<file path="src/sv/ggf_pkg.sv">
// Shared constants, types and register codes of the guidance gradient field unit
`timescale 1ns / 1ps
`default_nettype none
package ggf_pkg;

  localparam int LINE_MAX    = 1024;
  localparam int SAMPLE_BITS = 8;
  localparam int RING_BITS   = $clog2(2 * LINE_MAX + 2);
  localparam int COL_BITS    = $clog2(LINE_MAX);
  localparam int EW_BITS     = COL_BITS + 1;
  localparam int LAG_BITS    = $clog2(LINE_MAX + 2);
  localparam int WIDTH_BITS  = 11;
  localparam int HEIGHT_BITS = 16;
  localparam int WEIGHT_BITS = 9;
  localparam int GRAD_BITS   = 17;
  localparam int WORD_BITS   = 2 * SAMPLE_BITS;
  localparam int DIFF_BITS   = SAMPLE_BITS + 1;
  localparam int FRAC_BITS   = 8;
  localparam int WEIGHT_ONE  = 256;
  localparam int PADDR_BITS  = 4;
  localparam int PDATA_BITS  = 32;

  localparam int WIDTH_RESET  = 1024;
  localparam int HEIGHT_RESET = 1;

  localparam logic FUNC_FLUSH = 1'b1;

  typedef enum logic [1:0] {
    REG_FRAME_WIDTH  = 2'd0,
    REG_FRAME_HEIGHT = 2'd1,
    REG_MIXED_MODE   = 2'd2,
    REG_FG_WEIGHT    = 2'd3
  } reg_idx_e;

  typedef logic [WORD_BITS-1:0] word_t;

  typedef struct packed {
    logic [EW_BITS-1:0]     width;
    logic [HEIGHT_BITS-1:0] height;
    logic                   mixed;
    logic [WEIGHT_BITS-1:0] weight;
  } cfg_t;

  typedef struct packed {
    logic                 we;
    logic [RING_BITS-1:0] waddr;
    word_t                wdata;
    logic                 re;
    logic [RING_BITS-1:0] left;
    logic [RING_BITS-1:0] right;
    logic [RING_BITS-1:0] up;
    logic [RING_BITS-1:0] down;
  } mem_req_t;

  typedef struct packed {
    logic emit;
    logic eof;
  } tag_t;

  typedef struct packed {
    word_t left;
    word_t right;
    word_t up;
    word_t down;
  } nbr_t;

endpackage
`default_nettype wire

</file>
<file path="src/sv/ggf_ctrl.sv">
// Position counters, line store addressing and emit decision
`timescale 1ns / 1ps
`default_nettype none
module ggf_ctrl (
  input  wire logic                            clk_i,
  input  wire logic                            rst_ni,
  input  wire logic                            accept_i,
  input  wire logic                            func_i,
  input  wire logic [ggf_pkg::SAMPLE_BITS-1:0] fg_sample_i,
  input  wire logic [ggf_pkg::SAMPLE_BITS-1:0] bg_sample_i,
  input  wire ggf_pkg::cfg_t                   cfg_i,
  input  wire logic                            restart_i,
  output ggf_pkg::mem_req_t                    mem_req_o,
  output ggf_pkg::tag_t                        tag_o
);

  logic [ggf_pkg::COL_BITS-1:0]    col_q, col_d;
  logic [ggf_pkg::HEIGHT_BITS-1:0] row_q, row_d;
  logic [ggf_pkg::RING_BITS-1:0]   nslot_q, nslot_d;
  logic [ggf_pkg::COL_BITS-1:0]    ecol_q, ecol_d;
  logic [ggf_pkg::HEIGHT_BITS-1:0] erow_q, erow_d;
  logic [ggf_pkg::RING_BITS-1:0]   eslot_q, eslot_d;
  logic [ggf_pkg::LAG_BITS-1:0]    lag_q, lag_d;

  logic                            in_done, is_sample, emit, eof;
  logic                            col_last, ecol_last, erow_first, erow_last, ecol_first;
  logic [ggf_pkg::EW_BITS-1:0]     w_m1;
  logic [ggf_pkg::RING_BITS-1:0]   w_ring;

  assign w_m1       = cfg_i.width - ggf_pkg::EW_BITS'(1);
  assign w_ring     = ggf_pkg::RING_BITS'(cfg_i.width);
  assign in_done    = (row_q == cfg_i.height);
  assign is_sample  = (func_i != ggf_pkg::FUNC_FLUSH) && !in_done;
  assign col_last   = ({1'b0, col_q} == w_m1);
  assign ecol_first = (ecol_q == '0);
  assign ecol_last  = ({1'b0, ecol_q} == w_m1);
  assign erow_first = (erow_q == '0);
  assign erow_last  = (erow_q == cfg_i.height - ggf_pkg::HEIGHT_BITS'(1));
  assign eof        = ecol_last && erow_last;
  assign emit       = is_sample ? (32'(lag_q) > 32'(cfg_i.width)) : in_done;

  always_comb begin
    mem_req_o.we    = accept_i && is_sample;
    mem_req_o.waddr = nslot_q;
    mem_req_o.wdata = {fg_sample_i, bg_sample_i};
    mem_req_o.re    = accept_i;
    mem_req_o.left  = ecol_first ? eslot_q : eslot_q - ggf_pkg::RING_BITS'(1);
    mem_req_o.right = ecol_last  ? eslot_q : eslot_q + ggf_pkg::RING_BITS'(1);
    mem_req_o.up    = erow_first ? eslot_q : eslot_q - w_ring;
    mem_req_o.down  = erow_last  ? eslot_q : eslot_q + w_ring;
    tag_o.emit      = emit;
    tag_o.eof       = eof;
  end

  always_comb begin
    col_d   = col_q;
    row_d   = row_q;
    nslot_d = nslot_q;
    ecol_d  = ecol_q;
    erow_d  = erow_q;
    eslot_d = eslot_q;
    lag_d   = lag_q;
    if (restart_i) begin
      col_d   = '0;
      row_d   = '0;
      nslot_d = '0;
      ecol_d  = '0;
      erow_d  = '0;
      eslot_d = '0;
      lag_d   = '0;
    end else if (accept_i) begin
      if (is_sample) begin
        nslot_d = nslot_q + ggf_pkg::RING_BITS'(1);
        if (col_last) begin
          col_d = '0;
          row_d = row_q + ggf_pkg::HEIGHT_BITS'(1);
        end else begin
          col_d = col_q + ggf_pkg::COL_BITS'(1);
        end
      end
      if (emit && eof) begin
        col_d   = '0;
        row_d   = '0;
        nslot_d = '0;
        ecol_d  = '0;
        erow_d  = '0;
        eslot_d = '0;
        lag_d   = '0;
      end else begin
        if (emit) begin
          eslot_d = eslot_q + ggf_pkg::RING_BITS'(1);
          if (ecol_last) begin
            ecol_d = '0;
            erow_d = erow_q + ggf_pkg::HEIGHT_BITS'(1);
          end else begin
            ecol_d = ecol_q + ggf_pkg::COL_BITS'(1);
          end
        end
        if (is_sample && !emit) begin
          lag_d = lag_q + ggf_pkg::LAG_BITS'(1);
        end else if (!is_sample && emit) begin
          lag_d = lag_q - ggf_pkg::LAG_BITS'(1);
        end
      end
    end
  end

  always_ff @(posedge clk_i or negedge rst_ni) begin
    if (!rst_ni) begin
      col_q   <= '0;
      row_q   <= '0;
      nslot_q <= '0;
      ecol_q  <= '0;
      erow_q  <= '0;
      eslot_q <= '0;
      lag_q   <= '0;
    end else begin
      col_q   <= col_d;
      row_q   <= row_d;
      nslot_q <= nslot_d;
      ecol_q  <= ecol_d;
      erow_q  <= erow_d;
      eslot_q <= eslot_d;
      lag_q   <= lag_d;
    end
  end

endmodule
`default_nettype wire

</file>
<file path="config.mk">
export PLATFORM = sky130hd
export DESIGN_NAME = ggf_ctrl
export DESIGN_NICKNAME = d
export VERILOG_FILES = /design/src/sv/ggf_pkg.sv /design/src/sv/ggf_ctrl.sv
export SDC_FILE = /design/constraint.sdc
export NUM_CORES = 1
export LEC_CHECK = 0
export ABC_CLOCK_PERIOD_IN_PS = 5700
export BUFFER_PORTS_ARGS = -buffer_cell sky130_fd_sc_hd__buf_2
export CORE_UTILIZATION = 45
export CTS_CLUSTER_SIZE = 8
export DETAILED_ROUTE_END_ITERATION = 8
export HOLD_SLACK_MARGIN = 0.06
export PLACE_DENSITY = 0.66
export SLEW_MARGIN = 20
export SYNTH_ARGS = -nofsm -noshare
export SYNTH_HDL_FRONTEND = slang
export SYNTH_SLANG_ARGS = --single-unit
</file>
<file path="constraint.sdc">
create_clock -name clk_i -period 5.7 [get_ports clk_i]
set_clock_uncertainty 0.2 [all_clocks]
set_input_delay 0.855 -clock clk_i [delete_from_list [all_inputs] [get_ports clk_i]]
set_output_delay 0.855 -clock clk_i [all_outputs]
set_load 0.1 [all_outputs]
</file>
== Yosys cells after proc, flatten, opt, wreduce, memory -nomap -nowiden ==
Index checks and enable logic that the tools add are counted.
Storage, ports and cells
  register bits: 87
  input port bits: 58
  output and inout bits: 80
Operators by class
  $add $sub $neg: 13
  magnitude comparators: 1
  equality and inequality tests: 4
  mux-type cells: 38
  bitwise operators: 1
  reductions and logical operators: 22
Operators with widths (number)
  $mux W16: 10
  $mux W12: 12
  $mux W10: 10
  $mux W11: 5
  $add A16 B1 Y16 const B: 2
  $eq A16 B16 Y1: 2
  $add A12 B1 Y12 const B: 2
  $eq A10 B11 Y1: 2
  $sub A11 B1 Y11 const B: 2
  $add A10 B1 Y10 const B: 2
  $logic_not A16 Y1: 1
  $sub A16 B1 Y16 const B: 1
  $add A12 B11 Y12: 1
  $reduce_bool A3 Y1: 4
  $sub A12 B1 Y12 const B: 1
  $sub A12 B11 Y12: 1
  $add A11 B1 Y11 const B: 1
  $gt A11 B11 Y1: 1
  $logic_not A10 Y1: 1
  $logic_and A1 B1 Y1: 6
  $reduce_and A2 Y1: 3
  $reduce_and A3 Y1: 2
  $reduce_bool A4 Y1: 1
  $logic_not A1 Y1: 3
  other kinds (3): 3

== Longest topological paths before layout ==
  word-level depth: 10
  depth in mapped cells: 20
  depth with buffers taken out: 19

== Least setup slack after synthesis ==
OpenSTA, ideal clock, no wires.
  kind: input to output
  from: input port cfg_i[27] (netlist bit)
  to: output port mem_req_o[25] (netlist bit)
  arrival: 4.714 ns
  required time: 4.645 ns
  setup slack: -0.069 ns
  cell stages on the path: 9
  path buffers: 1
  cell sequence: inv_1 ha_1 nor4b_1 and2_1 xnor2_1 nor3b_1 nand4_1 clkbuf_1 o21ai_0
RTL lines
  start, declared: line ggf_ctrl.sv:11  | input wire ggf_pkg::cfg_t cfg_i,
  end, declared: line ggf_ctrl.sv:13  | output ggf_pkg::mem_req_t mem_req_o,

== Worst setup path in the final report ==
  from: input port cfg_i[32] (netlist bit)
  to: register lag_q[10] (netlist bit)
On the way
  cells in the longest elaborated chain, start to end: 8
RTL lines
  branches (longest 8 deep; another with $sub A11 B1 Y11)
  end signal, assigned: line ggf_ctrl.sv:124  | lag_q <= lag_d;
  end, declared: line ggf_ctrl.sv:23  | logic [ggf_pkg::LAG_BITS-1:0] lag_q, lag_d;
Several ways; the timed one is not identified. The select of a mux whose other input is x is not followed.
A chain may end at the register's enable or synchronous reset.

==> reports/summary.txt <==
floorplan core area -> 18300 µm²
top cell type's share of synthesized area -> 0.256
Final WS setup -> 0.773 ns
Reg clk slew, reported paths -> 0.07 ns
Sink Count -> 87
Final min period -> 4.93 ns
Min-Delay Path Class -> primary input to asynchronous set/reset pin
Initial Util -> 0.466
unrepaired setup endpoints after global routing -> false
cts bufs inserted -> 9
first-pass GRT wire length -> 38500 µm
share of cells above drive strength 1 -> 0.146
die height -> 140 µm
Fin. Hold Viols -> 0
num rows -> 49
P per Cell Area -> 290 nW/µm²
Resized Gates After CTS -> 0
Setup WS pre-CTS -> 0.448 ns
Clock Latency Late Sink -> 0.35 ns
fmax -> 0.203 GHz
Synth area leader -> dfrtp_1
Worst Max-Slew Pin Slew -> 0.871 ns
global route overflow -> 0
antenna violations before repair -> 0
Seq cells post-synth -> 87
GR Util All Layers -> 0.245
fin crit share -> 0.864
Peak VDD IR -> 0.216 mV
PnR Total Power -> 0.00271 W
DRT iter0 DRCs -> 420
register area -> 2180 µm²
leakage power -> 4.19 nW
largest net degree at the start of global routing -> 49
ant diodes -> 0
fin area -> 9330 µm²
Ports -> 138
dpl cell area -> 9020 µm²
Area Growth Syn to Fin -> 9.52%
Unique masters post-synth -> 77
DR WL/cell -> 17.8 µm
Critical Path, Cell by Cell -> buf_2 -> inv_1 -> ha_1 -> a21o_1 -> a21o_1 -> a2111o_1 -> a21o_1 -> a21o_1 -> inv_1 -> ha_1 -> inv_1 -> fa_1 -> a21o_1 -> a21oi_1 -> o211ai_1 -> a31o_2 -> a21oi_1 -> xnor2_1 -> or3_1 -> o21ai_1
via/cell ratio -> 6.01
DR pass1 iterations -> 5
maxcap violations -> 0
asr flop ratio synth -> 1.00
hpwl dp -> 17200 µm
Post-Syn Area -> 8520 µm²
Top FF cell, synth -> dfrtp_1
Most common cell on crit path -> a21o_1
dominant cells by area after synthesis -> dfrtp_1 (26%), ha_1 (8.1%), xnor2_1 (6.6%)
die width -> 140 µm
DRT Wirelength -> 23500 µm
area occupied by multi-input gates -> 5780 µm²
Post-synth EDFFs -> 0
CTS tree -> yes
worst path buffer plus inverter count -> 4
outcome -> finished, final reports clean
CP Launch Type -> primary input
Max stage delay cell, worst path -> fa_1
clock buffer depth -> 2
vias -> 7936
TNS Setup -> 0 ns
die area -> 19500 µm²
WS Path Type -> primary input to flop
routability cong. -> 0.871
Synth Warn # -> 0
Setup Fix Bufs, Post-CTS -> 0
Slowest Stage Delay on Critical Path -> 0.46 ns
Residual DRC -> 0
Worst Path Arrival -> 5.00 ns
port bufs -> 95
final setup vio count -> 0
vias in the first global route -> 7243
Root Driver -> clkbuf_16
Syn Inst Count -> 1044
final net count -> 1203
Post-Syn Area per Cell -> 8.16 µm²
Top Family by Delay on Critical Path -> compound AO/OA/AOI/OAI gates
Post-Syn Nets -> 1160
Critical Path Fanout Max -> 11
fillers -> 1772
critical path required time -> 5.78 ns
Antenna Nets Post-Route -> 0
Max transition margin -> 0.419
crit end category -> flop
Post-CTS Hold Buffers -> 0
post-synthesis sequential area ratio -> 0.256
H-tree Lvls -> 3
post-layout util -> 0.511
max-slew violations -> 0
Yosys cell counts, types with 6 or more instances:
cell and number:
nand2b_1 11, a211oi_1 7, o21a_1 6, nor3b_1 6, a22o_1 12, a21oi_1 62
nor4b_1 10, nand4_1 33, clkbuf_1 42, dfrtp_1 87, xor2_1 46, o21bai_1 6
nor3_1 28, nand2_1 78, o21ai_0 51, o211ai_1 8, buf_4 21, nor2b_1 11
mux2_2 10, buf_2 11, inv_1 45, nor4_1 13, nand3_1 54, or3_1 22
a21o_1 24, o31ai_1 19, xnor2_1 64, nor2_1 68, or4_1 19, ha_1 55
and3_1 21
report_power, final:
part	switching, W	internal [W]
registers	0.0000635	0.000655
logic	0.00102	0.000333
clock network	0.000275	0.000360
total	0.00136	0.00135
state kept, by name (all words and copies together) (netlist names):
register	cells
erow_q	16
ecol_q	10
eslot_q	12
nslot_q	12
col_q	10
lag_q	11
row_q	16
worst paths after layout:
path,from,end,slack (ns),cells past startpoint
worst min-delay path,rst_ni,nslot_q[6]$_DFFE_PN0P_,0.32,1
worst min register to register,lag_q[7]$_DFFE_PN0P_,lag_q[7]$_DFFE_PN0P_,0.35,2
max in group asynchronous,rst_ni,lag_q[4]$_DFFE_PN0P_,3.99,2
worst max-delay path,cfg_i[32],lag_q[10]$_DFFE_PN0P_,0.77,20
worst max register to register,lag_q[6]$_DFFE_PN0P_,lag_q[10]$_DFFE_PN0P_,1.08,18
min in group clk_i,lag_q[7]$_DFFE_PN0P_,lag_q[7]$_DFFE_PN0P_,0.35,2
logic make-up after synthesis:
group,count (synthesis),synth area share
DFF,87,0.256
AOI/OAI and AO/OA,242,0.191
muxes,15,0.0191
xor gates and xnor gates,111,0.116
adders and majority gates,58,0.0878
buffers and inverters,125,0.0686
and+or+nand+nor,406,0.263
worst reg2reg max path: stages, from the launching register on:
cell and delay, ns:
dfrtp_1 0.41, ha_1 0.32, a21o_1 0.16, a21o_1 0.17, a2111o_1 0.42, a21o_1 0.16, a21o_1 0.27, inv_1 0.09
ha_1 0.18, inv_1 0.20, fa_1 0.47, a21o_1 0.18, a21oi_1 0.27, o211ai_1 0.17, a31o_2 0.26, a21oi_1 0.17
xnor2_1 0.09, or3_1 0.30, o21ai_1 0.07
layout make-up:
class / count / area share
Multi-Input combinational cell: 832 / 0.619
Sequential cell: 87 / 0.233
Timing Repair Buffer: 112 / 0.0649
Tap cell: 229 / 0.0307
Clock buffer: 10 / 0.0256
Inverter: 45 / 0.0181
Clock inverter: 6 / 0.00805
metal layers:
layer / up-vias / global-route usage / part of all wire
met2: 233 / 0.374 / 0.44
met1: 3786 / 0.359 / 0.49
met5: - / 0 / 0
met3: 32 / 0.0354 / 0.051
li1: 3885 / - / -
met4: 0 / 0.0723 / 0.018
cells in the final DEF (no fill, tap or decap), types with 19 or more instances in the layout:
master	n
o21ai_0	50
and3_1	21
buf_2	94
or4_1	19
dfrtp_1	87
xor2_1	46
nand2_1	78
nand4_1	33
nor3_1	28
a21o_1	24
or3_1	22
a21oi_1	62
nand3_1	54
nor2_1	68
ha_1	55
inv_1	45
xnor2_1	64
stage by stage:
step	cells	hold slack [ns]
floorplan	1044	0.282
finish	1321	0.321
detailed placement	1305	0.332
global placement	1305	0.322
CTS	1321	0.343
global route	1321	0.369
Power figures use the tool's default switching activity.
