### config.mk
export PLATFORM = sky130hd
export DESIGN_NAME = ggf_cfg
export DESIGN_NICKNAME = d
export VERILOG_FILES = /design/src/sv/ggf_pkg.sv /design/src/sv/ggf_cfg.sv
export SDC_FILE = /design/constraint.sdc
export NUM_CORES = 1
export LEC_CHECK = 0
export ABC_AREA = 1
export BUFFER_PORTS_ARGS = -buffer_cell sky130_fd_sc_hd__buf_2
export CORE_MARGIN = 2
export CORE_UTILIZATION = 30
export CTS_CLUSTER_SIZE = 16
export DETAILED_ROUTE_END_ITERATION = 8
export GPL_TIMING_DRIVEN = 0
export RECOVER_POWER = 100
export SETUP_SLACK_MARGIN = 0.15
export SYNTH_ARGS = -nofsm -noshare
export SYNTH_HDL_FRONTEND = slang
export SYNTH_SLANG_ARGS = --single-unit
### constraint.sdc
create_clock -name clk_i -period 2.1 [get_ports clk_i]
set_clock_uncertainty 0.1 [all_clocks]
set_input_delay 0.42 -clock clk_i [delete_from_list [all_inputs] [get_ports clk_i]]
set_output_delay 0.42 -clock clk_i [all_outputs]
set_load 0.02 [all_outputs]
### src/sv/ggf_pkg.sv
// Shared constants, types and register codes of the guidance gradient field unit
`timescale 1ns / 1ps
`default_nettype none
package ggf_pkg;

  localparam int LINE_MAX    = 1024;
  localparam int SAMPLE_BITS = 8;
  localparam int RING_BITS   = $clog2(2 * LINE_MAX + 2);
  localparam int COL_BITS    = $clog2(LINE_MAX);
  localparam int EW_BITS     = COL_BITS + 1;
  localparam int LAG_BITS    = $clog2(LINE_MAX + 2);
  localparam int WIDTH_BITS  = 11;
  localparam int HEIGHT_BITS = 16;
  localparam int WEIGHT_BITS = 9;
  localparam int GRAD_BITS   = 17;
  localparam int WORD_BITS   = 2 * SAMPLE_BITS;
  localparam int DIFF_BITS   = SAMPLE_BITS + 1;
  localparam int FRAC_BITS   = 8;
  localparam int WEIGHT_ONE  = 256;
  localparam int PADDR_BITS  = 4;
  localparam int PDATA_BITS  = 32;

  localparam int WIDTH_RESET  = 1024;
  localparam int HEIGHT_RESET = 1;

  localparam logic FUNC_FLUSH = 1'b1;

  typedef enum logic [1:0] {
    REG_FRAME_WIDTH  = 2'd0,
    REG_FRAME_HEIGHT = 2'd1,
    REG_MIXED_MODE   = 2'd2,
    REG_FG_WEIGHT    = 2'd3
  } reg_idx_e;

  typedef logic [WORD_BITS-1:0] word_t;

  typedef struct packed {
    logic [EW_BITS-1:0]     width;
    logic [HEIGHT_BITS-1:0] height;
    logic                   mixed;
    logic [WEIGHT_BITS-1:0] weight;
  } cfg_t;

  typedef struct packed {
    logic                 we;
    logic [RING_BITS-1:0] waddr;
    word_t                wdata;
    logic                 re;
    logic [RING_BITS-1:0] left;
    logic [RING_BITS-1:0] right;
    logic [RING_BITS-1:0] up;
    logic [RING_BITS-1:0] down;
  } mem_req_t;

  typedef struct packed {
    logic emit;
    logic eof;
  } tag_t;

  typedef struct packed {
    word_t left;
    word_t right;
    word_t up;
    word_t down;
  } nbr_t;

endpackage
`default_nettype wire

### src/sv/ggf_cfg.sv
// APB register file holding frame geometry, mode and weight
`timescale 1ns / 1ps
`default_nettype none
module ggf_cfg (
  input  wire logic                             clk_i,
  input  wire logic                             rst_ni,
  input  wire logic                             psel,
  input  wire logic                             penable,
  input  wire logic                             pwrite,
  input  wire logic [ggf_pkg::PADDR_BITS-1:0]   paddr,
  input  wire logic [ggf_pkg::PDATA_BITS-1:0]   pwdata,
  output logic      [ggf_pkg::PDATA_BITS-1:0]   prdata,
  output logic                                  pready,
  output ggf_pkg::cfg_t                         cfg_o,
  output logic                                  restart_o
);

  logic [ggf_pkg::WIDTH_BITS-1:0]  width_q, width_d;
  logic [ggf_pkg::HEIGHT_BITS-1:0] height_q, height_d;
  logic                            mixed_q, mixed_d;
  logic [ggf_pkg::WEIGHT_BITS-1:0] weight_q, weight_d;
  logic                            wr;
  ggf_pkg::reg_idx_e               idx;

  assign pready = 1'b1;
  assign wr     = psel && penable && pwrite;
  assign idx    = ggf_pkg::reg_idx_e'(paddr[ggf_pkg::PADDR_BITS-1:2]);

  always_comb begin
    width_d   = width_q;
    height_d  = height_q;
    mixed_d   = mixed_q;
    weight_d  = weight_q;
    restart_o = 1'b0;
    if (wr) begin
      case (idx)
        ggf_pkg::REG_FRAME_WIDTH: begin
          width_d   = pwdata[ggf_pkg::WIDTH_BITS-1:0];
          restart_o = 1'b1;
        end
        ggf_pkg::REG_FRAME_HEIGHT: begin
          height_d  = pwdata[ggf_pkg::HEIGHT_BITS-1:0];
          restart_o = 1'b1;
        end
        ggf_pkg::REG_MIXED_MODE: begin
          mixed_d = pwdata[0];
        end
        ggf_pkg::REG_FG_WEIGHT: begin
          weight_d = pwdata[ggf_pkg::WEIGHT_BITS-1:0];
        end
        default: begin
          restart_o = 1'b0;
        end
      endcase
    end
  end

  always_ff @(posedge clk_i or negedge rst_ni) begin
    if (!rst_ni) begin
      width_q  <= ggf_pkg::WIDTH_BITS'(ggf_pkg::WIDTH_RESET);
      height_q <= ggf_pkg::HEIGHT_BITS'(ggf_pkg::HEIGHT_RESET);
      mixed_q  <= 1'b0;
      weight_q <= ggf_pkg::WEIGHT_BITS'(ggf_pkg::WEIGHT_ONE);
    end else begin
      width_q  <= width_d;
      height_q <= height_d;
      mixed_q  <= mixed_d;
      weight_q <= weight_d;
    end
  end

  always_comb begin
    case (idx)
      ggf_pkg::REG_FRAME_WIDTH:  prdata = ggf_pkg::PDATA_BITS'(width_q);
      ggf_pkg::REG_FRAME_HEIGHT: prdata = ggf_pkg::PDATA_BITS'(height_q);
      ggf_pkg::REG_MIXED_MODE:   prdata = ggf_pkg::PDATA_BITS'(mixed_q);
      ggf_pkg::REG_FG_WEIGHT:    prdata = ggf_pkg::PDATA_BITS'(weight_q);
      default:                   prdata = '0;
    endcase
  end

  // clamp geometry and weight to their usable ranges
  always_comb begin
    if (width_q == '0) begin
      cfg_o.width = ggf_pkg::EW_BITS'(1);
    end else if (32'(width_q) > ggf_pkg::LINE_MAX) begin
      cfg_o.width = ggf_pkg::EW_BITS'(ggf_pkg::LINE_MAX);
    end else begin
      cfg_o.width = ggf_pkg::EW_BITS'(width_q);
    end
    cfg_o.height = (height_q == '0) ? ggf_pkg::HEIGHT_BITS'(1) : height_q;
    cfg_o.mixed  = mixed_q;
    if (32'(weight_q) > ggf_pkg::WEIGHT_ONE) begin
      cfg_o.weight = ggf_pkg::WEIGHT_BITS'(ggf_pkg::WEIGHT_ONE);
    end else begin
      cfg_o.weight = weight_q;
    end
  end

endmodule
`default_nettype wire

Yosys cells after proc, flatten, opt, wreduce, memory -nomap -nowiden
Cells that the tools add are included.
W data, S select, Z words.
Cells by class
  eq/ne operators: 3
  order comparisons: 2
  muxes and demuxes: 7
  reductions and logical operators: 10
Operator list (number)
  $pmux W32 S4: 1
  $mux W11: 2
  $logic_not A16 Y1: 1
  $mux W16: 1
  $gt A11 B11 Y1 const B: 1
  $logic_not A11 Y1: 1
  $gt A9 B9 Y1 const B: 1
  $mux W9: 1
  $reduce_and A2 Y1: 4
  $eq A2 B2 Y1 const B: 2
  $eq A2 B1 Y1 const B: 1
  $logic_and A1 B1 Y1: 2
  $logic_not A2 Y1: 1
  $mux W1: 2
  $reduce_or A2 Y1: 1
Storage, ports and cells
  output and inout port bits: 71
  word-level logic and storage cells: 26
  input bits: 41
  register bits: 37

Longest topological paths before layout
Gate-level depths: netlist of the first run.
  depth after elaboration: 4
  mapped depth: 7
  mapped depth without buffers: 7

Least setup slack after synthesis of the first run
No wires, ideal clock.
  path kind: input to output
  from: in paddr[3] (netlist name)
  to: out prdata[0] (netlist name)
  arrival time: 1.386 ns
  setup slack: 0.194 ns
  cell stages on the path: 5
  path buffers: 2
  required time: 1.580 ns
  path through: buf_4 nor2_1 inv_1 clkbuf_1 o21ai_0
On the way
  word-level cells in the longest chain between the ends: 2
  elaborated cells between the ends (all ways): 5
  those cells by class: 3 x eq/ne; 1 x mux; 1 x reduce/logical
Ends and longest elaborated chain
  start: declaration: RTL line ggf_cfg.sv:10  | input wire logic [ggf_pkg::PADDR_BITS-1:0] paddr,
  $eq A2 B2 Y1, or another cell as far along: RTL line ggf_cfg.sv:73  | case (idx)
  $pmux W32 S4 *: RTL line ggf_cfg.sv:73
  end: declaration: RTL line ggf_cfg.sv:12  | output logic [ggf_pkg::PDATA_BITS-1:0] prdata,
Mark *: on every way between the ends. The rest lies on a longest branch, timed or not. The select of a mux whose other input is x is not followed.

==> metrics.yaml, run 1 <==
rows: 30
final_area_um2: 3000
gr-total-overflow: 0
cts_made_buffers: 5
outcome: "complete, no violations"
synth_top_family_by_area: "simple AND/OR/NAND/NOR gates"
drive_gt1_share_pct: 32.0
cellPowerDensity_nw_per_um2: 909
slew_headroom_pct: 37.7
timing.rr.start: "weight_q[8]$_DFFE_PN1P_"
die_area_um2: 7810
place.gp.congestion: 0.815
cp-end-kind: "output port"
drv_slew: 0
yosys-top-cells-area: "dfrtp_1 40%, nand2_1 8.6%, nor2_1 8.3%"
ys_warn_count: 0
peakVddDrop_v: 0.000400
arrival_ps: 1530
vias_per_cell: 4.31
worst_slack_ps: 54.6
ys_ff_latch: 37
period_needed_ps: 2050
syn_area_per_cell_um2: 7.39
synthXorXnorAreaFrac_pct: 0
dpl.hpwl_um: 4660
die-height_um: 88.4
final_hold_viol_count: 0
core_region_area_um2: 6830
n_fill_cell: 767
worstSetupStartpointType: "flop"
ant_nets: 0
clk_latency_ps: 290
fmax_mhz: 489
wirelength_um: 6230
grt_pass1_vias: 1950
root_buffer: "clkbuf_8"
h-tree-depth: 2
grt.total_usage_pct: 16.2
syn_to_final_growth_pct: 40.6
power.leakage_uw: 0.00151
synth-seq-area-share_pct: 43.5
ioPinCount: 112
antenna_found_initial: 0
syn_area_um2: 2140
synthTopCellsByCount: "49 x nand2_1, 47 x nor2_1, 45 x inv_1"
grt_pass1_wl_um: 9660
placed_cell_area_um2: 2690
synth_mux_area_share_pct: 0
yosysTopAreaCellShare_pct: 39.8
synthFlopType: "dfrtp_1"
clock_path_buffers: 2
drv_cap: 0
worstMarginPinSlew_ps: 935
synth-simple-area-share_pct: 20.8
synth_compound_area_share_pct: 15.0
async_flop_share_pct: 100
pre_cts_slack_ps: -19.0
fp.dieW_um: 88.4
vias: 2137
synth_fa_ha_area_share_pct: 0
setup_violations: 0
path_clk_slew_ps: 70
ys_types: 24
r2r_cells: 3
syn_inst: 289
synth_top_area_cell: "dfrtp_1"
required_ps: 1580
cp_max_fo: 4
wl_per_cell_um: 12.6
drt_iter0_drc: 201
fin_cells: 496
start_util_pct: 31.3
cts_sinks: 37
setup_tns_ps: 0
dp.cells: 475
drc: 0
diodes: 0
total_power_uw: 2730
io_buffers: 75
hold_path.class: "input pin to asynchronous set/reset pin"
tritoncts: "yes"
rsz0062_at_grt: "true"
first_pass_iters: 4
layout.nets: 440
fin_crit_sh_pct: 97.4
ff2ff_setup_slack_ps: 1110
r2r_end: "weight_q[8]$_DFFE_PN1P_"
path_class: "flop to output port"
synthMostInstantiatedCell: "nand2_1"
grt_max_degree: 38
synth_edf_count: 0
through the flow:
step	util, %	hold slack [ps]
2_1_floorplan	-	24.4
3_3_place_gp	39.4	364
3_5_place_dp	39.4	369
4_1_cts	42.2	165
5_1_grt	44.0	237
6_report	44.0	166
cell type report:
class                           count  area, um2  share of cell area (%)
Multi-Input combinational cell    178        940                    31.3
Sequential cell                    37        930                    30.9
Timing Repair Buffer               88        526                    17.5
Buffer                             44        240                    8.00
Inverter                           45        169                    5.62
Tap cell                           96        120                    4.00
Clock buffer                        8       80.1                    2.67
kinds of logic (layout without fill, tap and decap cells):
group | after synthesis | count (layout)
and+or+nand+nor | 110 | 110
other | 2 | 17
buffers and inverters | 89 | 185
DFF | 37 | 37
AOI/OAI and AO/OA | 51 | 51
registers in the layout, indices dropped and copies added (netlist names):
signal    count
height_q     16
weight_q      9
mixed_q       1
width_q      11
worst max-delay path: stages, from the launching register on:
cell     delay, ps
dfrtp_1        410
nor2_2         160
nand3_2        120
nor2_4         120
nor2_4          60
buf_6          130
nor2_2         100
buf_6          130
timing repair:
item / CTS / global route
buffers inserted: 4 / 9
cloned: 0 / 0
pin swaps: 3 / 7
setup endpoints to repair: 31 / 26
hold buffers: 0 / 0
resized for setup: 26 / 54
per-layer routing:
metal	GRT usage, %	vias up	part of all wire [%]
li1	-	1070	-
met3	4.10	5	6.0
met2	26.0	66	47
met4	3.31	0	0.74
met1	22.3	996	46
met5	0	-	0
report_power, final:
part           switching [uW]  internal (uW)  leakage [uW]
Sequential                128            867      0.000451
Clock                     246            236     0.0000395
Combinational             762            491       0.00102
layout by cell type (no fill, tap or decap):
master and instances:
clkbuf_1 53, nand2_1 48, inv_1 38, buf_4 36
dfrtp_1 34, nor2_1 30, o21ai_0 29, buf_2 25
conb_1 17, clkbuf_2 10, nor2_4 10, buf_6 10
nor2_2 9, inv_2 7, a21oi_1 7, nand3_1 5
o21ai_2 5, clkbuf_8 5, o221ai_2 4, o221ai_1 4
o22ai_1 2, nand2_2 2, nand4_1 2, dfstp_2 2
nand2_4 1, nand3_2 1, nor3_1 1, or2_0 1
buf_12 1, dfstp_1 1
worst max-delay path by stage:
| stage | from | endpoint | slack (ps) |
|---|---|---|---|
| CTS | width_q[10]$_DFFE_PN1P_ | cfg_o[29] | 100 |
| global placement | paddr[2] | prdata[9] | -30 |
| floorplan | paddr[3] | prdata[0] | 190 |
| detailed placement | paddr[2] | prdata[9] | -20 |
| global route | width_q[3]$_DFFE_PN0P_ | cfg_o[35] | -20 |
| finish | width_q[1]$_DFFE_PN0P_ | cfg_o[35] | 50 |
No activity file was read; power rests on OpenSTA's default activity.
==> run 2: changes to the inputs <==
BUFFER_PORTS_ARGS = not set   (was -buffer_cell sky130_fd_sc_hd__buf_2)
DONT_BUFFER_PORTS = 1   (was not set)
MAX_ROUTING_LAYER = met4   (was not set)
==> metrics.yaml, run 2 (synthesis results as in run 1) <==
wirelength_um: 6290  # +1.0%
antenna_found_initial: 0  # unchanged
drive_gt1_share_pct: 26.8  # -5.2 points
diodes: 0  # unchanged
rows: 30  # unchanged
outcome: "complete, no violations"
place.gp.congestion: 0.832  # +2.0%
grt_pass1_wl_um: 9580  # -0.86%
drc: 0  # unchanged
r2r_end: "weight_q[8]$_DFFE_PN1P_"
fp.dieW_um: 88.4  # unchanged
tritoncts: "yes"
slew_headroom_pct: 38.4  # +0.74 points
worstMarginPinSlew_ps: 924  # -11.1 ps
peakVddDrop_v: 0.000409  # +2.4%
cellPowerDensity_nw_per_um2: 965  # +6.2%
rsz0062_at_grt: "true"
final_hold_viol_count: 0  # unchanged
hold_slack_ps: 183  # +16.6 ps
cts_sinks: 37  # unchanged
most-common-layout-cells: "47 x nand2_1, 40 x inv_1, 34 x dfrtp_1"
hold_path.class: "input pin to flop"
largest-register: "height_q"
cp-startpoint: "width_q[3]$_DFFE_PN0P_"
fin_crit_sh_pct: 94.6  # -2.8 points
core_region_area_um2: 6830  # unchanged
cp-end-kind: "output port"
fmax_mhz: 503  # +2.9%
vias_per_cell: 4.40  # +2.1%
start_util_pct: 31.3  # unchanged
drv_cap: 0  # unchanged
clk_latency_ps: 290  # about the same
r2r_cells: 2  # -1
worstSetupEndpoint: "cfg_o[28]"
root_buffer: "clkbuf_8"
path_clk_slew_ps: 70  # about the same
required_ps: 1580  # about the same
ant_nets: 0  # unchanged
die-height_um: 88.4  # unchanged
path_class: "flop to output port"
ff2ff_setup_slack_ps: 1160  # +50 ps
io_buffers: 0  # -100%
ioPinCount: 112  # unchanged
clock_path_buffers: 2  # unchanged
drt_iter0_drc: 138  # -31%
grt_max_degree: 38  # unchanged
cp_max_fo: 5  # +1
layout.nets: 368  # -16%
gr-total-overflow: 0  # unchanged
worstSetupStartpointType: "flop"
syn_to_final_growth_pct: 27.2
wl_per_cell_um: 14.8  # +18%
die_area_um2: 7810  # unchanged
placed_cell_area_um2: 2310  # -14%
dpl.hpwl_um: 4650  # -0.35%
period_needed_ps: 1990  # -58.0 ps
final_area_um2: 2720  # -9.5%
setup_violations: 0  # unchanged
first_pass_iters: 4  # unchanged
arrival_ps: 1470  # -60 ps
vias: 1865  # -13%
reg_top3: "height_q (16), width_q (11), weight_q (9)"
largest_reg_flops: 16  # unchanged
cts_made_buffers: 5  # unchanged
h-tree-depth: 2  # unchanged
mostFrequentLayoutCell: "nand2_1"
grt.total_usage_pct: 17.1  # +0.94 points
grt_pass1_vias: 1777  # -8.9%
power.leakage_uw: 0.00129  # -15%
drv_slew: 0  # unchanged
timing.rr.start: "weight_q[8]$_DFFE_PN1P_"
run 2: final cells by class:
class	instances	area (um2)
flip-flops and latches	37	930
plain buffers	44	238
well taps	96	120
multi-input cells	178	1020
clock inverters	2	10.0
clock buffers	6	72.6
fillers	747	4110
inverters	45	169
repair buffers	16	154
run 2: metal layers:
metal | vias up | global-route usage [%] | wire [um]
li1 | 923 | - | -
met1 | 859 | 21.8 | 2660
met5 | - | - | 0
met4 | 0 | 6.06 | 153
met3 | 14 | 5.22 | 528
met2 | 69 | 25.9 | 2950
run 2: how the worst min path moves through the flow:
stage                                          end        from  cells after the start  slack (ps)
after floorplan           height_q[10]$_DFFE_PN0P_      rst_ni                      0          20
after global placement         mixed_q$_DFFE_PN0P_      rst_ni                      0          30
after detailed placement   weight_q[3]$_DFFE_PN0P_      rst_ni                      0          30
after CTS                  width_q[10]$_DFFE_PN1P_  pwdata[10]                      2         180
after global routing      height_q[15]$_DFFE_PN0P_  pwdata[15]                      2         190
final                      width_q[10]$_DFFE_PN1P_  pwdata[10]                      2         180
run 2: repair_timing:
item,in CTS,in global routing
endpoints found under the hold margin,37,0
setup buffers,7,7
gates resized for setup,43,40
setup endpoints to repair,30,32
pin swaps,6,9
hold buffers,2,0
run 2: critical path, cell delays in order (launching register included):
cell and delay [ps]:
dfrtp_1 410, nor2_2 160, nand3_2 120, nor2_4 110, nor2_4 60, buf_12 150
nor2_4 160
run 2: power breakdown:
group          switching, uW  leakage [uW]  internal (uW)
clock                    249     0.0000450            230
combinational            775      0.000791            377
sequential               125      0.000451            865
run 2: stage by stage:
stage | setup TNS, ps | setup slack (ps) | power [uW] | util, % | instances
floorplan | 0 | 194 | 1690 | - | 304
global placement | -241 | -113 | 1840 | 33.9 | 400
detailed placement | -206 | -101 | 1850 | 33.9 | 400
CTS | 0 | 94.3 | 2570 | 39.7 | 417
global route | 0 | 36.6 | 2800 | 39.8 | 424
finish | 0 | 113 | 2620 | 39.8 | 424
