===== src/sv/ggf_pkg.sv =====
// Shared constants, types and register codes of the guidance gradient field unit
`timescale 1ns / 1ps
`default_nettype none
package ggf_pkg;

  localparam int LINE_MAX    = 1024;
  localparam int SAMPLE_BITS = 8;
  localparam int RING_BITS   = $clog2(2 * LINE_MAX + 2);
  localparam int COL_BITS    = $clog2(LINE_MAX);
  localparam int EW_BITS     = COL_BITS + 1;
  localparam int LAG_BITS    = $clog2(LINE_MAX + 2);
  localparam int WIDTH_BITS  = 11;
  localparam int HEIGHT_BITS = 16;
  localparam int WEIGHT_BITS = 9;
  localparam int GRAD_BITS   = 17;
  localparam int WORD_BITS   = 2 * SAMPLE_BITS;
  localparam int DIFF_BITS   = SAMPLE_BITS + 1;
  localparam int FRAC_BITS   = 8;
  localparam int WEIGHT_ONE  = 256;
  localparam int PADDR_BITS  = 4;
  localparam int PDATA_BITS  = 32;

  localparam int WIDTH_RESET  = 1024;
  localparam int HEIGHT_RESET = 1;

  localparam logic FUNC_FLUSH = 1'b1;

  typedef enum logic [1:0] {
    REG_FRAME_WIDTH  = 2'd0,
    REG_FRAME_HEIGHT = 2'd1,
    REG_MIXED_MODE   = 2'd2,
    REG_FG_WEIGHT    = 2'd3
  } reg_idx_e;

  typedef logic [WORD_BITS-1:0] word_t;

  typedef struct packed {
    logic [EW_BITS-1:0]     width;
    logic [HEIGHT_BITS-1:0] height;
    logic                   mixed;
    logic [WEIGHT_BITS-1:0] weight;
  } cfg_t;

  typedef struct packed {
    logic                 we;
    logic [RING_BITS-1:0] waddr;
    word_t                wdata;
    logic                 re;
    logic [RING_BITS-1:0] left;
    logic [RING_BITS-1:0] right;
    logic [RING_BITS-1:0] up;
    logic [RING_BITS-1:0] down;
  } mem_req_t;

  typedef struct packed {
    logic emit;
    logic eof;
  } tag_t;

  typedef struct packed {
    word_t left;
    word_t right;
    word_t up;
    word_t down;
  } nbr_t;

endpackage
`default_nettype wire


===== src/sv/ggf_out_if.sv =====
// Gradient result channel: valid/ready handshake with gradient payload
`timescale 1ns / 1ps
`default_nettype none
interface ggf_out_if;
  logic                                 valid;
  logic                                 ready;
  logic signed [ggf_pkg::GRAD_BITS-1:0] grad_x;
  logic signed [ggf_pkg::GRAD_BITS-1:0] grad_y;
  logic                                 took_foreground;
  logic                                 end_of_frame;

  modport source (output valid, output grad_x, output grad_y, output took_foreground,
                  output end_of_frame, input ready);
  modport sink (input valid, input grad_x, input grad_y, input took_foreground,
                input end_of_frame, output ready);
endinterface
`default_nettype wire


===== src/sv/ggf_grad.sv =====
// Gradient arithmetic, blend or pick, and the result register
`timescale 1ns / 1ps
`default_nettype none
module ggf_grad (
  input  wire logic          clk_i,
  input  wire logic          rst_ni,
  input  wire ggf_pkg::cfg_t cfg_i,
  input  wire logic          accept_i,
  input  wire ggf_pkg::tag_t tag_i,
  input  wire ggf_pkg::nbr_t nbr_i,
  output logic               ready_o,
  ggf_out_if.source          grad_o
);

  localparam int SQ_BITS   = 2 * ggf_pkg::DIFF_BITS;
  localparam int MAG_BITS  = SQ_BITS + 1;
  localparam int PROD_BITS = ggf_pkg::WEIGHT_BITS + 1 + ggf_pkg::DIFF_BITS;
  localparam int SUM_BITS  = PROD_BITS + 1;
  localparam int SCL_BITS  = ggf_pkg::DIFF_BITS + ggf_pkg::FRAC_BITS;
  localparam int SB        = ggf_pkg::SAMPLE_BITS;
  localparam int WB        = ggf_pkg::WORD_BITS;

  logic                                  s1_v_q, s1_v_d, s1_eof_q, s1_eof_d;
  logic                                  out_v_q, out_v_d;
  logic signed [ggf_pkg::GRAD_BITS-1:0]  gx_q, gx_d, gy_q, gy_d;
  logic                                  took_q, took_d, eof_q, eof_d;
  logic                                  out_free, s1_move;

  logic signed [ggf_pkg::DIFF_BITS-1:0]  fx, fy, bx, by;
  logic signed [SQ_BITS-1:0]             fx2, fy2, bx2, by2;
  logic signed [MAG_BITS-1:0]            fmag, bmag;
  logic signed [ggf_pkg::WEIGHT_BITS:0]  wf, wb;
  logic signed [PROD_BITS-1:0]           pfx, pfy, pbx, pby;
  logic signed [SUM_BITS-1:0]            sx, sy;
  logic signed [SCL_BITS-1:0]            fxs, fys, bxs, bys;

  assign fx = $signed({1'b0, nbr_i.right[WB-1:SB]}) - $signed({1'b0, nbr_i.left[WB-1:SB]});
  assign fy = $signed({1'b0, nbr_i.down[WB-1:SB]})  - $signed({1'b0, nbr_i.up[WB-1:SB]});
  assign bx = $signed({1'b0, nbr_i.right[SB-1:0]})  - $signed({1'b0, nbr_i.left[SB-1:0]});
  assign by = $signed({1'b0, nbr_i.down[SB-1:0]})   - $signed({1'b0, nbr_i.up[SB-1:0]});

  assign fx2  = fx * fx;
  assign fy2  = fy * fy;
  assign bx2  = bx * bx;
  assign by2  = by * by;
  assign fmag = MAG_BITS'(fx2) + MAG_BITS'(fy2);
  assign bmag = MAG_BITS'(bx2) + MAG_BITS'(by2);

  assign wf  = $signed({1'b0, cfg_i.weight});
  assign wb  = $signed({1'b0, ggf_pkg::WEIGHT_BITS'(ggf_pkg::WEIGHT_ONE) - cfg_i.weight});
  assign pfx = wf * fx;
  assign pfy = wf * fy;
  assign pbx = wb * bx;
  assign pby = wb * by;
  assign sx  = SUM_BITS'(pfx) + SUM_BITS'(pbx);
  assign sy  = SUM_BITS'(pfy) + SUM_BITS'(pby);

  assign fxs = {fx, {ggf_pkg::FRAC_BITS{1'b0}}};
  assign fys = {fy, {ggf_pkg::FRAC_BITS{1'b0}}};
  assign bxs = {bx, {ggf_pkg::FRAC_BITS{1'b0}}};
  assign bys = {by, {ggf_pkg::FRAC_BITS{1'b0}}};

  assign out_free = !out_v_q || grad_o.ready;
  assign s1_move  = s1_v_q && out_free;
  assign ready_o  = !s1_v_q || out_free;

  always_comb begin
    s1_v_d   = s1_v_q;
    s1_eof_d = s1_eof_q;
    if (accept_i) begin
      s1_v_d   = tag_i.emit;
      s1_eof_d = tag_i.eof;
    end else if (s1_move) begin
      s1_v_d = 1'b0;
    end
  end

  always_comb begin
    out_v_d = out_v_q;
    gx_d    = gx_q;
    gy_d    = gy_q;
    took_d  = took_q;
    eof_d   = eof_q;
    if (s1_move) begin
      out_v_d = 1'b1;
      eof_d   = s1_eof_q;
      if (cfg_i.mixed) begin
        took_d = (fmag > bmag);
        gx_d   = (fmag > bmag) ? fxs[ggf_pkg::GRAD_BITS-1:0] : bxs[ggf_pkg::GRAD_BITS-1:0];
        gy_d   = (fmag > bmag) ? fys[ggf_pkg::GRAD_BITS-1:0] : bys[ggf_pkg::GRAD_BITS-1:0];
      end else begin
        took_d = 1'b0;
        gx_d   = sx[ggf_pkg::GRAD_BITS-1:0];
        gy_d   = sy[ggf_pkg::GRAD_BITS-1:0];
      end
    end else if (grad_o.ready) begin
      out_v_d = 1'b0;
    end
  end

  always_ff @(posedge clk_i or negedge rst_ni) begin
    if (!rst_ni) begin
      s1_v_q   <= 1'b0;
      s1_eof_q <= 1'b0;
      out_v_q  <= 1'b0;
    end else begin
      s1_v_q   <= s1_v_d;
      s1_eof_q <= s1_eof_d;
      out_v_q  <= out_v_d;
    end
  end

  always_ff @(posedge clk_i) begin
    gx_q   <= gx_d;
    gy_q   <= gy_d;
    took_q <= took_d;
    eof_q  <= eof_d;
  end

  assign grad_o.valid           = out_v_q;
  assign grad_o.grad_x          = gx_q;
  assign grad_o.grad_y          = gy_q;
  assign grad_o.took_foreground = took_q;
  assign grad_o.end_of_frame    = eof_q;

endmodule
`default_nettype wire


===== src/flat_wrapper.sv =====
// flat-port wrapper written by rule: the top's interface ports become plain ports
module ggf_grad_flat 
  (clk_i, rst_ni, cfg_i, accept_i, tag_i, nbr_i, ready_o, grad_o_valid, grad_o_grad_x, grad_o_grad_y, grad_o_took_foreground, grad_o_end_of_frame, grad_o_ready);
  ggf_out_if grad_o_i ();
  input  wire logic clk_i;
  input  wire logic rst_ni;
  input  wire ggf_pkg::cfg_t cfg_i;
  input  wire logic accept_i;
  input  wire ggf_pkg::tag_t tag_i;
  input  wire ggf_pkg::nbr_t nbr_i;
  output logic ready_o;
  output wire logic [$bits(grad_o_i.valid)-1:0] grad_o_valid;
  output wire logic [$bits(grad_o_i.grad_x)-1:0] grad_o_grad_x;
  output wire logic [$bits(grad_o_i.grad_y)-1:0] grad_o_grad_y;
  output wire logic [$bits(grad_o_i.took_foreground)-1:0] grad_o_took_foreground;
  output wire logic [$bits(grad_o_i.end_of_frame)-1:0] grad_o_end_of_frame;
  input wire logic [$bits(grad_o_i.ready)-1:0] grad_o_ready;
  assign grad_o_valid = grad_o_i.valid;
  assign grad_o_grad_x = grad_o_i.grad_x;
  assign grad_o_grad_y = grad_o_i.grad_y;
  assign grad_o_took_foreground = grad_o_i.took_foreground;
  assign grad_o_end_of_frame = grad_o_i.end_of_frame;
  assign grad_o_i.ready = grad_o_ready;
  ggf_grad u_core (.clk_i(clk_i), .rst_ni(rst_ni), .cfg_i(cfg_i), .accept_i(accept_i), .tag_i(tag_i), .nbr_i(nbr_i), .ready_o(ready_o), .grad_o(grad_o_i));
endmodule

===== config.mk =====
export PLATFORM = sky130hd
export DESIGN_NAME = ggf_grad_flat
export DESIGN_NICKNAME = d
export VERILOG_FILES = /design/src/sv/ggf_pkg.sv /design/src/sv/ggf_out_if.sv /design/src/sv/ggf_grad.sv /design/src/flat_wrapper.sv
export SDC_FILE = /design/constraint.sdc
export NUM_CORES = 2
export LEC_CHECK = 0
export BUFFER_PORTS_ARGS = -buffer_cell sky130_fd_sc_hd__buf_2
export CAP_MARGIN = 10
export CORE_UTILIZATION = 50
export CTS_CLUSTER_DIAMETER = 200
export DETAILED_ROUTE_END_ITERATION = 8
export PLACE_DENSITY = 0.75
export SLEW_MARGIN = 15
export SYNTH_ARGS = -nofsm -noshare
export SYNTH_HDL_FRONTEND = slang
export SYNTH_SLANG_ARGS = --single-unit

===== constraint.sdc =====
create_clock -name clk_i -period 2.4 [get_ports clk_i]
set_clock_uncertainty 0.1 [all_clocks]
set_input_delay 0.24 -clock clk_i [delete_from_list [all_inputs] [get_ports clk_i]]
set_output_delay 0.24 -clock clk_i [all_outputs]
set_load 0.02 [all_outputs]

* Word level (Yosys, flattened, before mapping)
Index checks and enable logic that the tools add are counted.
W data, S select, Z words.
** Cells by class
- Add/subtract/negate cells :: 9
- Multipliers :: 8
- $lt $le $gt $ge :: 1
- Multiplexer cells :: 8
- Reductions and logical operators :: 7
** Operator list (number)
- $mul A9 B9 Y18 :: 4
- $mul A10 B9 Y17 :: 4
- $mux W17 :: 4
- $add A18 B18 Y19 :: 2
- $sub A8 B8 Y9 :: 4
- $add A17 B17 Y17 :: 2
- $gt A19 B19 Y1 :: 1
- $sub A9 B9 Y9 const A :: 1
- $mux W1 :: 4
- $reduce_bool A2 Y1 :: 2
- $logic_not A1 Y1 :: 2
- $logic_or A1 B1 Y1 :: 2
- $logic_and A1 B1 Y1 :: 1
** Word-level totals
- Flip-flop bits (word level) :: 39
- Input port bits :: 107
- Output and inout bits :: 38
- Logic and storage cells :: 40

* Depth between registers and ports, before layout
- Depth in word-level cells :: 6
- Mapped depth :: 42
- Gate-level depth less buffers :: 41

* Worst setup path after synthesis
Ideal clock, no wire load.
- Path kind :: input port to flip-flop
- Start :: input nbr_i[40] (netlist name)
- End :: register u_core.gy_q, in the netlist u_core.grad_o.grad_y[11] (data pin)
- Setup time :: 0.271 ns
- Arrival time :: 8.865 ns
- Data required time :: 2.029 ns
- Setup slack :: -6.836 ns
- Stages on the path :: 39
- Buffers on the path :: 3
- Path through :: inv_1 ha_1 inv_1 fa_1 a21o_1 a221oi_2 a21o_1 clkbuf_1 buf_1 nand2_1 fa_1 fa_1 inv_1 fa_1 inv_1 fa_1 inv_1 fa_1 [3 not listed] inv_1 ha_1 inv_1 o21bai_1 a21o_1 a31o_2 a21oi_1 xnor2_1 ha_1 a21oi_1 nand2_1 a2111oi_4 a311oi_2 a21oi_4 buf_8 nor2_1 a211oi_2 a21oi_1
** Between the ends
- Word-level cells in the longest chain between the ends :: 6
** Ends and longest elaborated chain
- start, declared :: RTL line flat_wrapper.sv:10 : input wire ggf_pkg::nbr_t nbr_i;
- $sub A8 B8 Y9 :: RTL line ggf_grad.sv:37 : assign fx = $signed({1'b0, nbr_i.right[WB-1:SB]}) - $signed({1'b0, nbr_i.left[WB-1:SB]});
- $mul A9 B9 Y18 :: RTL line ggf_grad.sv:42 : assign fx2 = fx * fx;
- $add A18 B18 Y19 :: RTL line ggf_grad.sv:46 : assign fmag = MAG_BITS'(fx2) + MAG_BITS'(fy2);
- $gt A19 B19 Y1 :: RTL line ggf_grad.sv:90 : gy_d = (fmag > bmag) ? fys[ggf_pkg::GRAD_BITS-1:0] : bys[ggf_pkg::GRAD_BITS-1:0];
- $mux W17 :: RTL line ggf_grad.sv:90
- $mux W17 :: RTL line ggf_grad.sv:87 : if (cfg_i.mixed) begin
- end signal, assigned :: RTL line ggf_grad.sv:115 : gy_q <= gy_d;
- end, declared :: RTL line ggf_grad.sv:25 : logic signed [ggf_pkg::GRAD_BITS-1:0] gx_q, gx_d, gy_q, gy_d;
No other way between the ends.
A chain may end at the register's enable or synchronous reset.

* Worst setup path after layout
- Start :: input nbr_i[40] (netlist name)
- End :: register u_core.gx_q, in the netlist u_core.grad_o.grad_x[8] (data pin)
** Between the ends
- Word-level cells in the longest chain between the ends :: 6
- Elaborated cells between the ends (all ways) :: 8
- Classes of those cells :: 3 x add/sub; 2 x mul; 1 x order compare; 2 x mux
** Ends and longest elaborated chain
- $sub A8 B8 Y9 (*) :: RTL line ggf_grad.sv:37
- $mul A9 B9 Y18 :: RTL line ggf_grad.sv:42
- $add A18 B18 Y19 :: RTL line ggf_grad.sv:46
- $gt A19 B19 Y1 :: RTL line ggf_grad.sv:89 : gx_d = (fmag > bmag) ? fxs[ggf_pkg::GRAD_BITS-1:0] : bxs[ggf_pkg::GRAD_BITS-1:0];
- $mux W17 :: RTL line ggf_grad.sv:89
- $mux W17 (*) :: RTL line ggf_grad.sv:87
- end signal, assigned :: RTL line ggf_grad.sv:114 : gx_q <= gx_d;
- end, declared :: RTL line ggf_grad.sv:25
Mark *: on every way between the ends. The rest lies on a longest branch, timed or not.

==> summary.txt <==
Die H: 229 um
Layout area overhead: 28.5%
post-synth top area share: 42.8%
CP Class: primary input to register
setup violators final: 33
required time worst endpoint: 2420 ps
Remaining DRCs: 0
Num CTS Buffers: 5
largest net degree at the start of global routing: 37
mean post-synth cell area: 9.29 um2
post-synth top area cell: fa_1
Top FF cell, synth: edfxtp_1
Worst-Skew Late Latency: 280 ps
Port-buffer cells: 117
routed wire length: 74,600 um
worst-margin pin slew: 565 ps
Hold Fails Final Rpt: 0
FF/Latch Area: 0.00116 mm2
total gr overflow: 0
Initial Util: 50.9%
wire per inst: 18.6 um
synthesized net count: 3,792
initial antenna violation count: 0
Reg clk slew, reported paths: 60 ps
synthesized instance count: 2,761
RSZ-0062 raised after global routing: yes
commonest cells in the netlist: inv_1, fa_1, ha_1
Seq cells post-synth: 39
fin worst setup slack: -6490 ps
ANT nets after route: 0
Max-slew headroom: 62.3%
post-DP HPWL: 61,100 um
WP data arrival: 8910 ps
CP Launch Type: primary input
Core ar.: 0.0504 mm2
synth top area cells: fa_1, ha_1, inv_1
Crit-path slowest cell: fa_2
synth unique cells: 74
outcome: finished, violations left
clk buf depth: 2
CTS tree: built
total track usage: 29.1%
async set-reset flop share out of synthesis: 7.69%
Setup TNS Final: -154,130 ps
Slew Viols, Final: 0
Tcrit/Tclk final: 370%
root buf cell: clkbuf_16
post-synthesis sequential area ratio: 4.51%
vias in the first global route: 23,400
MaxCap Viol Count: 0
first-pass GRT wire length: 120,000 um
Critical Path End Type: register
Crit path largest cell delay: 630 ps
via count: 20,800
ratio of cells with drive above 1 in the final layout: 28.3%
failing checks: setup timing
row count: 82
fmax: 0.113 GHz
Most common cell on crit path: fa_2
cell area after synthesis: 0.0257 mm2
1st-pass router iterations: 6
number of synthesized flops with an enable pin: 36
hold slack: 88.8 ps
Die Wd: 229 um
min cycle time layout: 8890 ps
H-tree depth: 2
yosys warns: 0
CP Max Fanout: 8
n_diodes: 0
IO Pins: 145
worst r2r path cells: 3
Multi-input gate area: 0.0232 mm2
DRT iter0 DRCs: 1,371
final net count: 4,358
Filler cells: 3,857
hold depth: 2
Vias/cell: 5.19
CTS sink cnt: 39
die area: 0.0522 mm2
placer congestion estimate: 0.973
Hold WC Path Type: primary input to register
count leader, synth: inv_1
flip-flops by register name (all words and copies together) (netlist names):
name / flops
u_core.grad_o.grad_x: 17
u_core.grad_o.grad_y: 17
u_core.grad_o.end_of_frame: 1
u_core.grad_o.took_foreground: 1
u_core.grad_o.valid: 1
u_core.s1_eof_q: 1
u_core.s1_v_q: 1
final cells by class:
type / count / share of cell area (%)
multi-input combinational: 1945 / 70.5
clock inverter: 3 / 0.133
clock buffer: 5 / 0.380
sequential: 39 / 3.51
tap: 672 / 2.55
inverter: 695 / 8.11
timing repair buffer: 641 / 14.8
worst max-delay path, delay by kind of cell:
kind / cells / cell delay (ps)
and+or+nand+nor: 6 / 990
AOI/OAI and AO/OA: 9 / 1690
buffers and inverters: 10 / 1080
adders and majority gates: 11 / 4390
xor gates and xnor gates: 2 / 270
muxes: 1 / 220
kinds of logic after synthesis:
logic type | count (synthesis) | synth area share, %
adder cells (fa/ha/maj) | 924 | 61.1
multiplexers | 14 | 0.585
buffers and inverters | 777 | 11.5
AND/OR/NAND/NOR | 666 | 11.7
XOR/XNOR | 146 | 5.17
flip-flops | 39 | 4.51
AO/OA/AOI/OAI | 195 | 5.44
per-layer routing:
| metal | share of wire (%) | track usage, % |
|---|---|---|
| met4 | 5.8 | 14.0 |
| met3 | 7.1 | 4.69 |
| met2 | 49 | 50.2 |
| met1 | 38 | 35.6 |
| met5 | 0 | 0 |
through the flow:
step / instance area, um2 / utilization (%) / setup slack, ps / std cells
floorplan: 26400 / - / -6250 / 2761
global placement: 31000 / 61.5 / -6620 / 3944
detailed placement: 31000 / 61.5 / -6770 / 3944
CTS: 32400 / 64.4 / -6360 / 3994
global route: 33000 / 65.4 / -6750 / 4000
finish: 33000 / 65.4 / -6490 / 4000
path summary, 6_finish.rpt:
| check | to | startpoint | slack, ps |
|---|---|---|---|
| worst min register to register | u_core.grad_o.end_of_frame | u_core.s1_eof_q | 360 |
| worst max-delay path | u_core.grad_o.grad_x[8] | nbr_i[40] | -6490 |
| min in group asynchronous | u_core.grad_o.valid | rst_ni | 180 |
| worst max register to register | u_core.grad_o.grad_y[1] | u_core.grad_o.valid | 1070 |
| max in group asynchronous | u_core.s1_eof_q | rst_ni | 1910 |
| worst min-delay path | u_core.s1_v_q | accept_i | 90 |
repair_timing:
| item | in CTS | in global routing |
|---|---|---|
| pin swaps | 70 | 69 |
| hold buffers | 1 | 0 |
| buffers inserted | 42 | 8 |
| hold endpoints to repair | 3 | 0 |
| resized for setup | 172 | 111 |
| cloned | 2 | 0 |
| endpoints found under the setup margin | 33 | 33 |
cells in the final DEF, fill, tap and decap left out, drive strengths merged, types with 32 or more instances in the layout:
cell type,n
edfxtp,36
o21ai,32
ha,375
nand2,293
inv,690
nor2,174
xor2,40
and2,95
fa,549
xnor2,105
a21oi,70
buf,640
Power is left out: the tool's default activity adds up to more than one toggle a clock period on the data nets, which glitch-free logic cannot reach.
